===== src/rtl/core/tqm_pkg.sv =====
`default_nettype none
package tqm_pkg;

   localparam int SLOT_W = 4;
   localparam int TAG_W  = 16;
   localparam int TIME_W = 48;
   localparam int STAT_W = 3;

   localparam logic [1:0] OP_ADD    = 2'd0;
   localparam logic [1:0] OP_CANCEL = 2'd1;
   localparam logic [1:0] OP_TICK   = 2'd2;

   localparam logic [STAT_W-1:0] STAT_ADDED     = 3'd0;
   localparam logic [STAT_W-1:0] STAT_FULL      = 3'd1;
   localparam logic [STAT_W-1:0] STAT_CANCELLED = 3'd2;
   localparam logic [STAT_W-1:0] STAT_NOT_FOUND = 3'd3;
   localparam logic [STAT_W-1:0] STAT_EXPIRED   = 3'd4;
   localparam logic [STAT_W-1:0] STAT_TICK_DONE = 3'd5;

   typedef struct packed {
      logic [1:0]        opcode;
      logic [SLOT_W-1:0] timer_slot;
      logic [TAG_W-1:0]  timer_tag;
      logic [TIME_W-1:0] expiry_time;
      logic [TIME_W-1:0] repeat_interval;
      logic [TIME_W-1:0] now_time;
   } req_type;

   typedef struct packed {
      logic [STAT_W-1:0] status_code;
      logic [SLOT_W-1:0] slot_out;
      logic [TAG_W-1:0]  tag_out;
      logic [TIME_W-1:0] fired_expiry;
      logic              earliest_changed;
      logic [TIME_W-1:0] next_deadline;
      logic              next_valid;
      logic              last_item;
   } rsp_type;

   typedef enum logic [2:0] {
      ST_IDLE,
      ST_CAN_CHK,
      ST_SCAN,
      ST_ADD_WR,
      ST_FIRE_GEN,
      ST_REARM
   } state_type;

endpackage
`default_nettype wire


===== src/rtl/core/tqm_ram.sv =====
`default_nettype none
module tqm_ram #(
   parameter int WIDTH = 48,
   parameter int DEPTH = 16
) (
   input  wire logic                                         clock,
   input  wire logic                                         wr_en,
   input  wire logic [((DEPTH > 1) ? $clog2(DEPTH) : 1)-1:0] wr_addr,
   input  wire logic [WIDTH-1:0]                             wr_data,
   input  wire logic [((DEPTH > 1) ? $clog2(DEPTH) : 1)-1:0] rd_addr,
   output logic      [WIDTH-1:0]                             rd_data
);
   logic [WIDTH-1:0] mem [DEPTH];

   always_ff @(posedge clock) begin
      if (wr_en) begin
         mem[wr_addr] <= wr_data;
      end
      rd_data <= mem[rd_addr];
   end
endmodule
`default_nettype wire


===== src/rtl/core/timer_queue_manager.sv =====
// Timer queue: expiry, interval and tag live in single-port-read RAMs, scanned one slot a cycle.
// On tick, each min search is a RAM scan.
// One item at a time: busy is high from acceptance until the last word is driven.
// Each word is on rsp_data for one cycle with rsp_strobe; the receiver cannot stall.
// Synchronous reset clears all valid marks and the tag counter; RAM contents are not cleared.
`default_nettype none
module timer_queue_manager #(
   parameter int TIMER_SLOTS = 16,
   parameter int TIME_BITS   = 48
) (
   input  wire logic             clock,
   input  wire logic             reset,
   input  wire logic             start,
   output logic                  busy,
   input  wire tqm_pkg::req_type req_data,
   output logic                  rsp_strobe,
   output tqm_pkg::rsp_type      rsp_data
);
   localparam int IDX_W = (TIMER_SLOTS > 1) ? $clog2(TIMER_SLOTS) : 1;
   localparam int CNT_W = $clog2(TIMER_SLOTS + 1);
   localparam logic [CNT_W-1:0] CNT_END = CNT_W'(TIMER_SLOTS);
   localparam logic [TIME_BITS-1:0] TMAX = '1;

   tqm_pkg::state_type state_ff, state_in;
   tqm_pkg::req_type   req_ff, req_in;
   tqm_pkg::rsp_type   rsp_ff, rsp_in;
   logic rsp_strobe_ff, rsp_strobe_in;

   logic [tqm_pkg::STAT_W-1:0] stat_ff, stat_in;
   logic fire_mode_ff, fire_mode_in;
   logic [CNT_W-1:0] cnt_ff, cnt_in;
   logic rd_vld_ff, rd_vld_in;
   logic [IDX_W-1:0] rd_idx_ff, rd_idx_in;
   logic [TIME_BITS-1:0] best_ff, best_in;
   logic any_ff, any_in;
   logic [IDX_W-1:0] pick_ff, pick_in;
   logic [IDX_W-1:0] slot_ff, slot_in;
   logic [TIMER_SLOTS-1:0] valid_ff, valid_in;
   logic [TIMER_SLOTS-1:0] fired_ff, fired_in;
   logic [tqm_pkg::TAG_W-1:0] tag_cnt_ff, tag_cnt_in;

   // RAM ports
   logic exp_we, int_we, gen_we;
   logic [IDX_W-1:0] exp_wa, gen_ra;
   logic [TIME_BITS-1:0] exp_wd, exp_rd, int_rd;
   logic [tqm_pkg::TAG_W-1:0] gen_rd;

   // helpers
   logic [IDX_W-1:0] free_idx;
   logic free_any;
   logic scan_done;
   logic [TIME_BITS-1:0] now_t, add_exp;
   logic [TIME_BITS:0] rearm_sum;
   logic cand;
   logic can_hit;
   logic [IDX_W-1:0] req_slot_idx;

   tqm_ram #(.WIDTH(TIME_BITS), .DEPTH(TIMER_SLOTS)) u_exp_ram (
      .clock(clock), .wr_en(exp_we), .wr_addr(exp_wa), .wr_data(exp_wd),
      .rd_addr(cnt_ff[IDX_W-1:0]), .rd_data(exp_rd)
   );

   tqm_ram #(.WIDTH(TIME_BITS), .DEPTH(TIMER_SLOTS)) u_int_ram (
      .clock(clock), .wr_en(int_we), .wr_addr(slot_ff),
      .wr_data(TIME_BITS'(req_ff.repeat_interval)),
      .rd_addr(cnt_ff[IDX_W-1:0]), .rd_data(int_rd)
   );

   tqm_ram #(.WIDTH(tqm_pkg::TAG_W), .DEPTH(TIMER_SLOTS)) u_gen_ram (
      .clock(clock), .wr_en(gen_we), .wr_addr(slot_ff), .wr_data(tag_cnt_ff),
      .rd_addr(gen_ra), .rd_data(gen_rd)
   );

   assign busy       = (state_ff != tqm_pkg::ST_IDLE);
   assign rsp_strobe = rsp_strobe_ff;
   assign rsp_data   = rsp_ff;

   assign now_t        = TIME_BITS'(req_ff.now_time);
   assign add_exp      = TIME_BITS'(req_ff.expiry_time);
   assign rearm_sum    = {1'b0, now_t} + {1'b0, int_rd};
   assign scan_done    = (cnt_ff == CNT_END) && !rd_vld_ff;
   assign req_slot_idx = IDX_W'(req_data.timer_slot);
   assign can_hit      = (32'(req_data.timer_slot) < TIMER_SLOTS) && valid_ff[req_slot_idx];

   always_comb begin
      free_any = 1'b0;
      free_idx = '0;
      for (int i = TIMER_SLOTS - 1; i >= 0; i--) begin
         if (!valid_ff[i]) begin
            free_any = 1'b1;
            free_idx = IDX_W'(i);
         end
      end
   end

   assign cand = rd_vld_ff && valid_ff[rd_idx_ff] &&
                 (!fire_mode_ff || (!fired_ff[rd_idx_ff] && (exp_rd <= now_t)));

   // next state
   always_comb begin
      state_in = state_ff;
      unique case (state_ff)
         tqm_pkg::ST_IDLE: begin
            if (start) begin
               if (req_data.opcode == tqm_pkg::OP_CANCEL && can_hit) begin
                  state_in = tqm_pkg::ST_CAN_CHK;
               end else begin
                  state_in = tqm_pkg::ST_SCAN;
               end
            end
         end
         tqm_pkg::ST_CAN_CHK: state_in = tqm_pkg::ST_SCAN;
         tqm_pkg::ST_SCAN: begin
            if (scan_done) begin
               if (fire_mode_ff) begin
                  state_in = any_ff ? tqm_pkg::ST_FIRE_GEN : tqm_pkg::ST_REARM;
               end else if (stat_ff == tqm_pkg::STAT_ADDED) begin
                  state_in = tqm_pkg::ST_ADD_WR;
               end else begin
                  state_in = tqm_pkg::ST_IDLE;
               end
            end
         end
         tqm_pkg::ST_ADD_WR:   state_in = tqm_pkg::ST_IDLE;
         tqm_pkg::ST_FIRE_GEN: state_in = tqm_pkg::ST_SCAN;
         tqm_pkg::ST_REARM: begin
            if (scan_done) begin
               state_in = tqm_pkg::ST_SCAN;
            end
         end
         default: state_in = tqm_pkg::ST_IDLE;
      endcase
   end

   // datapath and outputs
   always_comb begin
      req_in        = req_ff;
      rsp_in        = '0;
      rsp_strobe_in = 1'b0;
      stat_in       = stat_ff;
      fire_mode_in  = fire_mode_ff;
      cnt_in        = cnt_ff;
      rd_vld_in     = 1'b0;
      rd_idx_in     = rd_idx_ff;
      best_in       = best_ff;
      any_in        = any_ff;
      pick_in       = pick_ff;
      slot_in       = slot_ff;
      valid_in      = valid_ff;
      fired_in      = fired_ff;
      tag_cnt_in    = tag_cnt_ff;
      exp_we        = 1'b0;
      exp_wa        = slot_ff;
      exp_wd        = add_exp;
      int_we        = 1'b0;
      gen_we        = 1'b0;
      gen_ra        = pick_ff;

      // shared scan walker: issue one read per cycle, consume it in the next cycle
      if (state_ff == tqm_pkg::ST_SCAN || state_ff == tqm_pkg::ST_REARM) begin
         if (cnt_ff != CNT_END) begin
            cnt_in    = cnt_ff + 1'b1;
            rd_vld_in = 1'b1;
            rd_idx_in = cnt_ff[IDX_W-1:0];
         end
      end

      unique case (state_ff)
         tqm_pkg::ST_IDLE: begin
            gen_ra       = req_slot_idx;
            cnt_in       = '0;
            any_in       = 1'b0;
            fire_mode_in = 1'b0;
            if (start) begin
               req_in = req_data;
               case (req_data.opcode)
                  tqm_pkg::OP_ADD: begin
                     stat_in = free_any ? tqm_pkg::STAT_ADDED : tqm_pkg::STAT_FULL;
                     slot_in = free_idx;
                  end
                  tqm_pkg::OP_CANCEL: stat_in = tqm_pkg::STAT_NOT_FOUND;
                  tqm_pkg::OP_TICK: begin
                     stat_in      = tqm_pkg::STAT_TICK_DONE;
                     fire_mode_in = 1'b1;
                  end
                  default: stat_in = tqm_pkg::STAT_TICK_DONE;
               endcase
            end
         end
         tqm_pkg::ST_CAN_CHK: begin
            if (gen_rd == req_ff.timer_tag) begin
               stat_in = tqm_pkg::STAT_CANCELLED;
               valid_in[IDX_W'(req_ff.timer_slot)] = 1'b0;
            end
         end
         tqm_pkg::ST_SCAN: begin
            if (cand && (!any_ff || exp_rd < best_ff)) begin
               best_in = exp_rd;
               any_in  = 1'b1;
               pick_in = rd_idx_ff;
            end
            if (scan_done && fire_mode_ff && any_ff) begin
               fired_in[pick_ff] = 1'b1;
            end else if (scan_done && !fire_mode_ff && stat_ff != tqm_pkg::STAT_ADDED) begin
               rsp_strobe_in        = 1'b1;
               rsp_in.status_code   = stat_ff;
               rsp_in.next_valid    = any_ff;
               rsp_in.next_deadline = any_ff ? tqm_pkg::TIME_W'(best_ff) : '0;
               rsp_in.last_item     = 1'b1;
               if (stat_ff == tqm_pkg::STAT_CANCELLED ||
                   stat_ff == tqm_pkg::STAT_NOT_FOUND) begin
                  rsp_in.slot_out = req_ff.timer_slot;
                  rsp_in.tag_out  = req_ff.timer_tag;
               end
            end
         end
         tqm_pkg::ST_ADD_WR: begin
            exp_we           = 1'b1;
            int_we           = 1'b1;
            gen_we           = 1'b1;
            valid_in[slot_ff] = 1'b1;
            tag_cnt_in       = tag_cnt_ff + 1'b1;
            rsp_strobe_in    = 1'b1;
            rsp_in.status_code      = tqm_pkg::STAT_ADDED;
            rsp_in.slot_out         = tqm_pkg::SLOT_W'(slot_ff);
            rsp_in.tag_out          = tag_cnt_ff;
            rsp_in.earliest_changed = !any_ff || (add_exp < best_ff);
            rsp_in.next_deadline    = (!any_ff || add_exp < best_ff) ?
                                      tqm_pkg::TIME_W'(add_exp) : tqm_pkg::TIME_W'(best_ff);
            rsp_in.next_valid       = 1'b1;
            rsp_in.last_item        = 1'b1;
         end
         tqm_pkg::ST_FIRE_GEN: begin
            rsp_strobe_in       = 1'b1;
            rsp_in.status_code  = tqm_pkg::STAT_EXPIRED;
            rsp_in.slot_out     = tqm_pkg::SLOT_W'(pick_ff);
            rsp_in.tag_out      = gen_rd;
            rsp_in.fired_expiry = tqm_pkg::TIME_W'(best_ff);
            cnt_in              = '0;
            any_in              = 1'b0;
         end
         tqm_pkg::ST_REARM: begin
            // repeating timers move to now + interval, saturated; one-shots free their slot
            if (rd_vld_ff && fired_ff[rd_idx_ff]) begin
               if (int_rd != '0) begin
                  exp_we = 1'b1;
                  exp_wa = rd_idx_ff;
                  exp_wd = rearm_sum[TIME_BITS] ? TMAX : rearm_sum[TIME_BITS-1:0];
               end else begin
                  valid_in[rd_idx_ff] = 1'b0;
               end
            end
            if (scan_done) begin
               fired_in     = '0;
               fire_mode_in = 1'b0;
               cnt_in       = '0;
               any_in       = 1'b0;
            end
         end
         default: ;
      endcase

      // fresh walk whenever the FSM leaves a state into a scan
      if (state_ff == tqm_pkg::ST_CAN_CHK) begin
         cnt_in = '0;
         any_in = 1'b0;
      end
      if (state_ff == tqm_pkg::ST_SCAN && scan_done && fire_mode_ff && !any_ff) begin
         cnt_in = '0;
      end
   end

   always_ff @(posedge clock) begin
      if (reset) begin
         state_ff      <= tqm_pkg::ST_IDLE;
         rsp_strobe_ff <= 1'b0;
         valid_ff      <= '0;
         fired_ff      <= '0;
         tag_cnt_ff    <= '0;
         cnt_ff        <= '0;
         rd_vld_ff     <= 1'b0;
         any_ff        <= 1'b0;
         fire_mode_ff  <= 1'b0;
         stat_ff       <= tqm_pkg::STAT_TICK_DONE;
      end else begin
         state_ff      <= state_in;
         rsp_strobe_ff <= rsp_strobe_in;
         valid_ff      <= valid_in;
         fired_ff      <= fired_in;
         tag_cnt_ff    <= tag_cnt_in;
         cnt_ff        <= cnt_in;
         rd_vld_ff     <= rd_vld_in;
         any_ff        <= any_in;
         fire_mode_ff  <= fire_mode_in;
         stat_ff       <= stat_in;
      end
   end

   always_ff @(posedge clock) begin
      req_ff    <= req_in;
      rsp_ff    <= rsp_in;
      rd_idx_ff <= rd_idx_in;
      best_ff   <= best_in;
      pick_ff   <= pick_in;
      slot_ff   <= slot_in;
   end
endmodule
`default_nettype wire

===== config.mk =====
export PLATFORM = sky130hd
export DESIGN_NAME = timer_queue_manager
export DESIGN_NICKNAME = d
export VERILOG_FILES = /design/src/rtl/core/tqm_pkg.sv /design/src/rtl/core/tqm_ram.sv /design/src/rtl/core/timer_queue_manager.sv
export SDC_FILE = /design/constraint.sdc
export NUM_CORES = 2
export LEC_CHECK = 0
export BUFFER_PORTS_ARGS = -buffer_cell sky130_fd_sc_hd__buf_2
export CORE_AREA = 2 2 479 481
export DETAILED_ROUTE_END_ITERATION = 10
export DIE_AREA = 0 0 481 483
export PLACE_DENSITY = 0.64
export SLEW_MARGIN = 20
export SYNTH_ARGS = -nofsm -noshare
export SYNTH_HDL_FRONTEND = slang
export SYNTH_HIERARCHICAL = 1
export SYNTH_SLANG_ARGS = --single-unit

===== constraint.sdc =====
create_clock -name clock -period 7 [get_ports clock]
set_input_delay 1.4 -clock clock [delete_from_list [all_inputs] [get_ports clock]]
set_output_delay 1.4 -clock clock [all_outputs]
set_load 0.01 [all_outputs]

==> impl_metrics.yaml <==
yosys:
  ys_top_cells_by_count: "edfxtp_1 (2016), mux4_2 (453), nand2_1 (352)"
  synth-edff-count: 2016
  yosysWarnings: 6
  seq_area_frac_synth_pct: 73.4
  synthTopCellsByArea: "edfxtp_1 (67%), mux4_2 (11%), dfxtp_1 (6.6%)"
  synth_flop_cell: "edfxtp_1"
  async_flop_share_pct: 0
  ys_types: 85
  synth_top_area_share_pct: 66.8
  syn-num-nets: 5318
  synthMostInstantiatedCell: "edfxtp_1"
  synthCells: 4955
  syn_area_um2: 90600
  ys_ff_latch: 2313
  syn_area_per_cell_um2: 18.3
  yosys.area.top_type: "edfxtp_1"
detailed_routing:
  dr.first_iter.drc_count: 5713
  vias: 49193
  wl_per_cell_um: 28.8
  antenna_left: 0
  post_drt_via_cell_ratio: 5.75
  drt-pass1-iter-count: 6
  drcViolationCount: 0
  wl_mm: 247
clock_network:
  ctsHoldBuffers: 0
  cts_setup_buffers: 0
  cts_num_sinks: 2313
  clockBufferDepth: 3
  numCtsBuffers: 227
  htree_levels: 4
  insertion_delay_ps: 880
  clkTransAtPathRegs_ps: 60
  cts_tree: "built"
  cts-resized-gates: 0
  ctsRootBufferMaster: "clkbuf_16"
placement:
  pre_cts_ws_ps: 2080
  place.port_buffers: 292
  dp_hpwl_mm: 150
  place_inst: 8126
  globalplace.congestion: 0.885
  placed_area_um2: 95900
final_layout:
  drive_gt1_share_pct: 23.2
  num-nets-final: 5710
  area_delta_synth_final_pct: 14.2
  fill_cells: 19318
  layout.cells.non_filler: 8558
  finish.instance_area_um2: 103000
timing:
  finClkSkew_ps: 54.2
  period_needed_ps: 5040
  slew_violations: 0
  slew_headroom_pct: 13.9
  worst_pin_slew_ps: 1260
  fin_crit_sh_pct: 72.0
  fmax_ghz: 0.198
  hold_violations: 0
  fin_tns_setup_ps: 0
  worst_slack_ps: 1960
  rsz0062_at_grt: "false"
  setup_violations: 0
critical_path:
  arrival_ps: 5560
  startpoint: "u_int_ram/rd_data[3]"
  required_ps: 7520
  worstPathMaxFanout: 21
  r2r_cells: 9
  crit_type: "flop to flop"
  reg2reg_setup_slack_ps: 1960
  end_kind: "flop"
  reg2reg_to: "u_exp_ram/mem[10][29]"
  start_kind: "flop"
  reg2reg_from: "u_int_ram/rd_data[3]"
  crit_path_end: "u_exp_ram/mem[10][29]"
pwr:
  irDropWorstVdd_uv: 204
  p_leak_nw: 34.1
  finalPower_mw: 28.5
  powerDensity_nw_per_um2: 275
global_routing:
  gr-usage-all-layers_pct: 21.0
  grt_first_pass_wirelength_mm: 354
  grt_max_degree: 132
  grt_antenna_before_repair: 23
  overflow: 0
  grt_pass1_vias: 48595
floorplanning:
  dieHeight_um: 483
  num_rows: 175
  core_area_um2: 227000
  die-area_um2: 232000
  die_w_um: 481
  io_pins: 293
  initial_utilization_pct: 39.9
run:
  maxCapViolations: 0
outcome:
  status: "completed"
hold_path:
  hold_path.class: "flop to flop"
[layout by cell type (no fill, tap or decap), drive strengths merged, types with 87 or more instances in the layout]
| cell type | synthesis | final |
|---|---|---|
| inv | 130 | 138 |
| ha | 193 | 193 |
| a21oi | 128 | 128 |
| nor2 | 139 | 139 |
| clkbuf | 127 | 304 |
| buf | 106 | 396 |
| mux4 | 463 | 463 |
| a22oi | 254 | 254 |
| nand2 | 353 | 353 |
| dfxtp | 297 | 297 |
| edfxtp | 2016 | 2016 |
| clkinv | 0 | 87 |
[power breakdown]
part	internal [mW]	switching, mW	total (mW)	leakage [nW]
registers	15.1	0.201	15.3	20.7
clock network	6.88	5.27	12.2	3.65
logic	0.367	0.644	1.01	9.73
total	22.4	6.12	28.5	34.1
[per-layer routing]
layer	vias to the layer above	wire [um]	track usage, %
met3	355	20700	4.11
met2	2256	115000	32.4
li1	20861	-	-
met1	25705	101000	29.4
met5	-	118	0
met4	16	10100	8.19
[cell families after synthesis]
group / Yosys count / share of synthesized area [%]
flops: 2313 / 73.4
buf+inv: 363 / 1.78
xor+xnor: 71 / 0.687
compound gates: 732 / 5.63
simple gates: 813 / 4.19
fa+ha+maj: 194 / 2.69
mux: 469 / 11.6
[flip-flops by register name, summed over array words and instances (netlist names)]
register           count
rsp_strobe             1
stat_ff                3
u_exp_ram/rd_data     48
now_t                 48
u_gen_ram/rd_data     16
add_exp               48
any_ff                 1
best_ff               48
slot_ff                4
u_gen_ram/mem        256
pick_ff                4
cnt_ff                 5
tag_cnt_ff            16
req_ff                68
u_int_ram/rd_data     48
state_ff               3
rd_idx_ff              4
rsp_data             122
u_exp_ram/mem        768
u_int_ram/mem        768
valid_ff              16
fired_ff              16
fire_mode_ff           1
rd_vld_ff              1
[worst max-delay path: stages (launching register included)]
cell	delay, ps
dfxtp_1	320
nor4_1	850
nand4_1	160
nor3_1	770
buf_4	310
nor2_4	140
mux2_1	400
nand3b_1	380
nor2_4	890
buf_4	450
[through the flow]
step           hold WS (ps)  utilization (%)
3_3_place_gp            447             42.3
6_report                473             45.6
5_1_grt                 490             45.6
3_5_place_dp            455             42.3
2_1_floorplan           421                -
4_1_cts                 471             45.6
[worst min-delay path by stage]
stage | start | end | cells after the start
floorplan | rd_idx_ff[0] | pick_ff[0] | 0
global placement | fired_ff[0] | fired_ff[0] | 2
detailed placement | fired_ff[4] | fired_ff[4] | 2
global route | fired_ff[4] | fired_ff[4] | 2
finish | fired_ff[15] | fired_ff[15] | 2
CTS | fired_ff[4] | fired_ff[4] | 2
[final cells by class]
type,count,area (um2),area share [%]
Clock buffer,304,6240,6.03
Antenna cell,6,15.0,0.0145
Clock inverter,121,1260,1.22
Multi-Input combinational cell,2279,22900,22.1
Inverter,130,497,0.480
Tap cell,3009,3760,3.64
Timing Repair Buffer,396,2310,2.24
Sequential cell,2313,66500,64.3
Power figures use the tool's default switching activity.
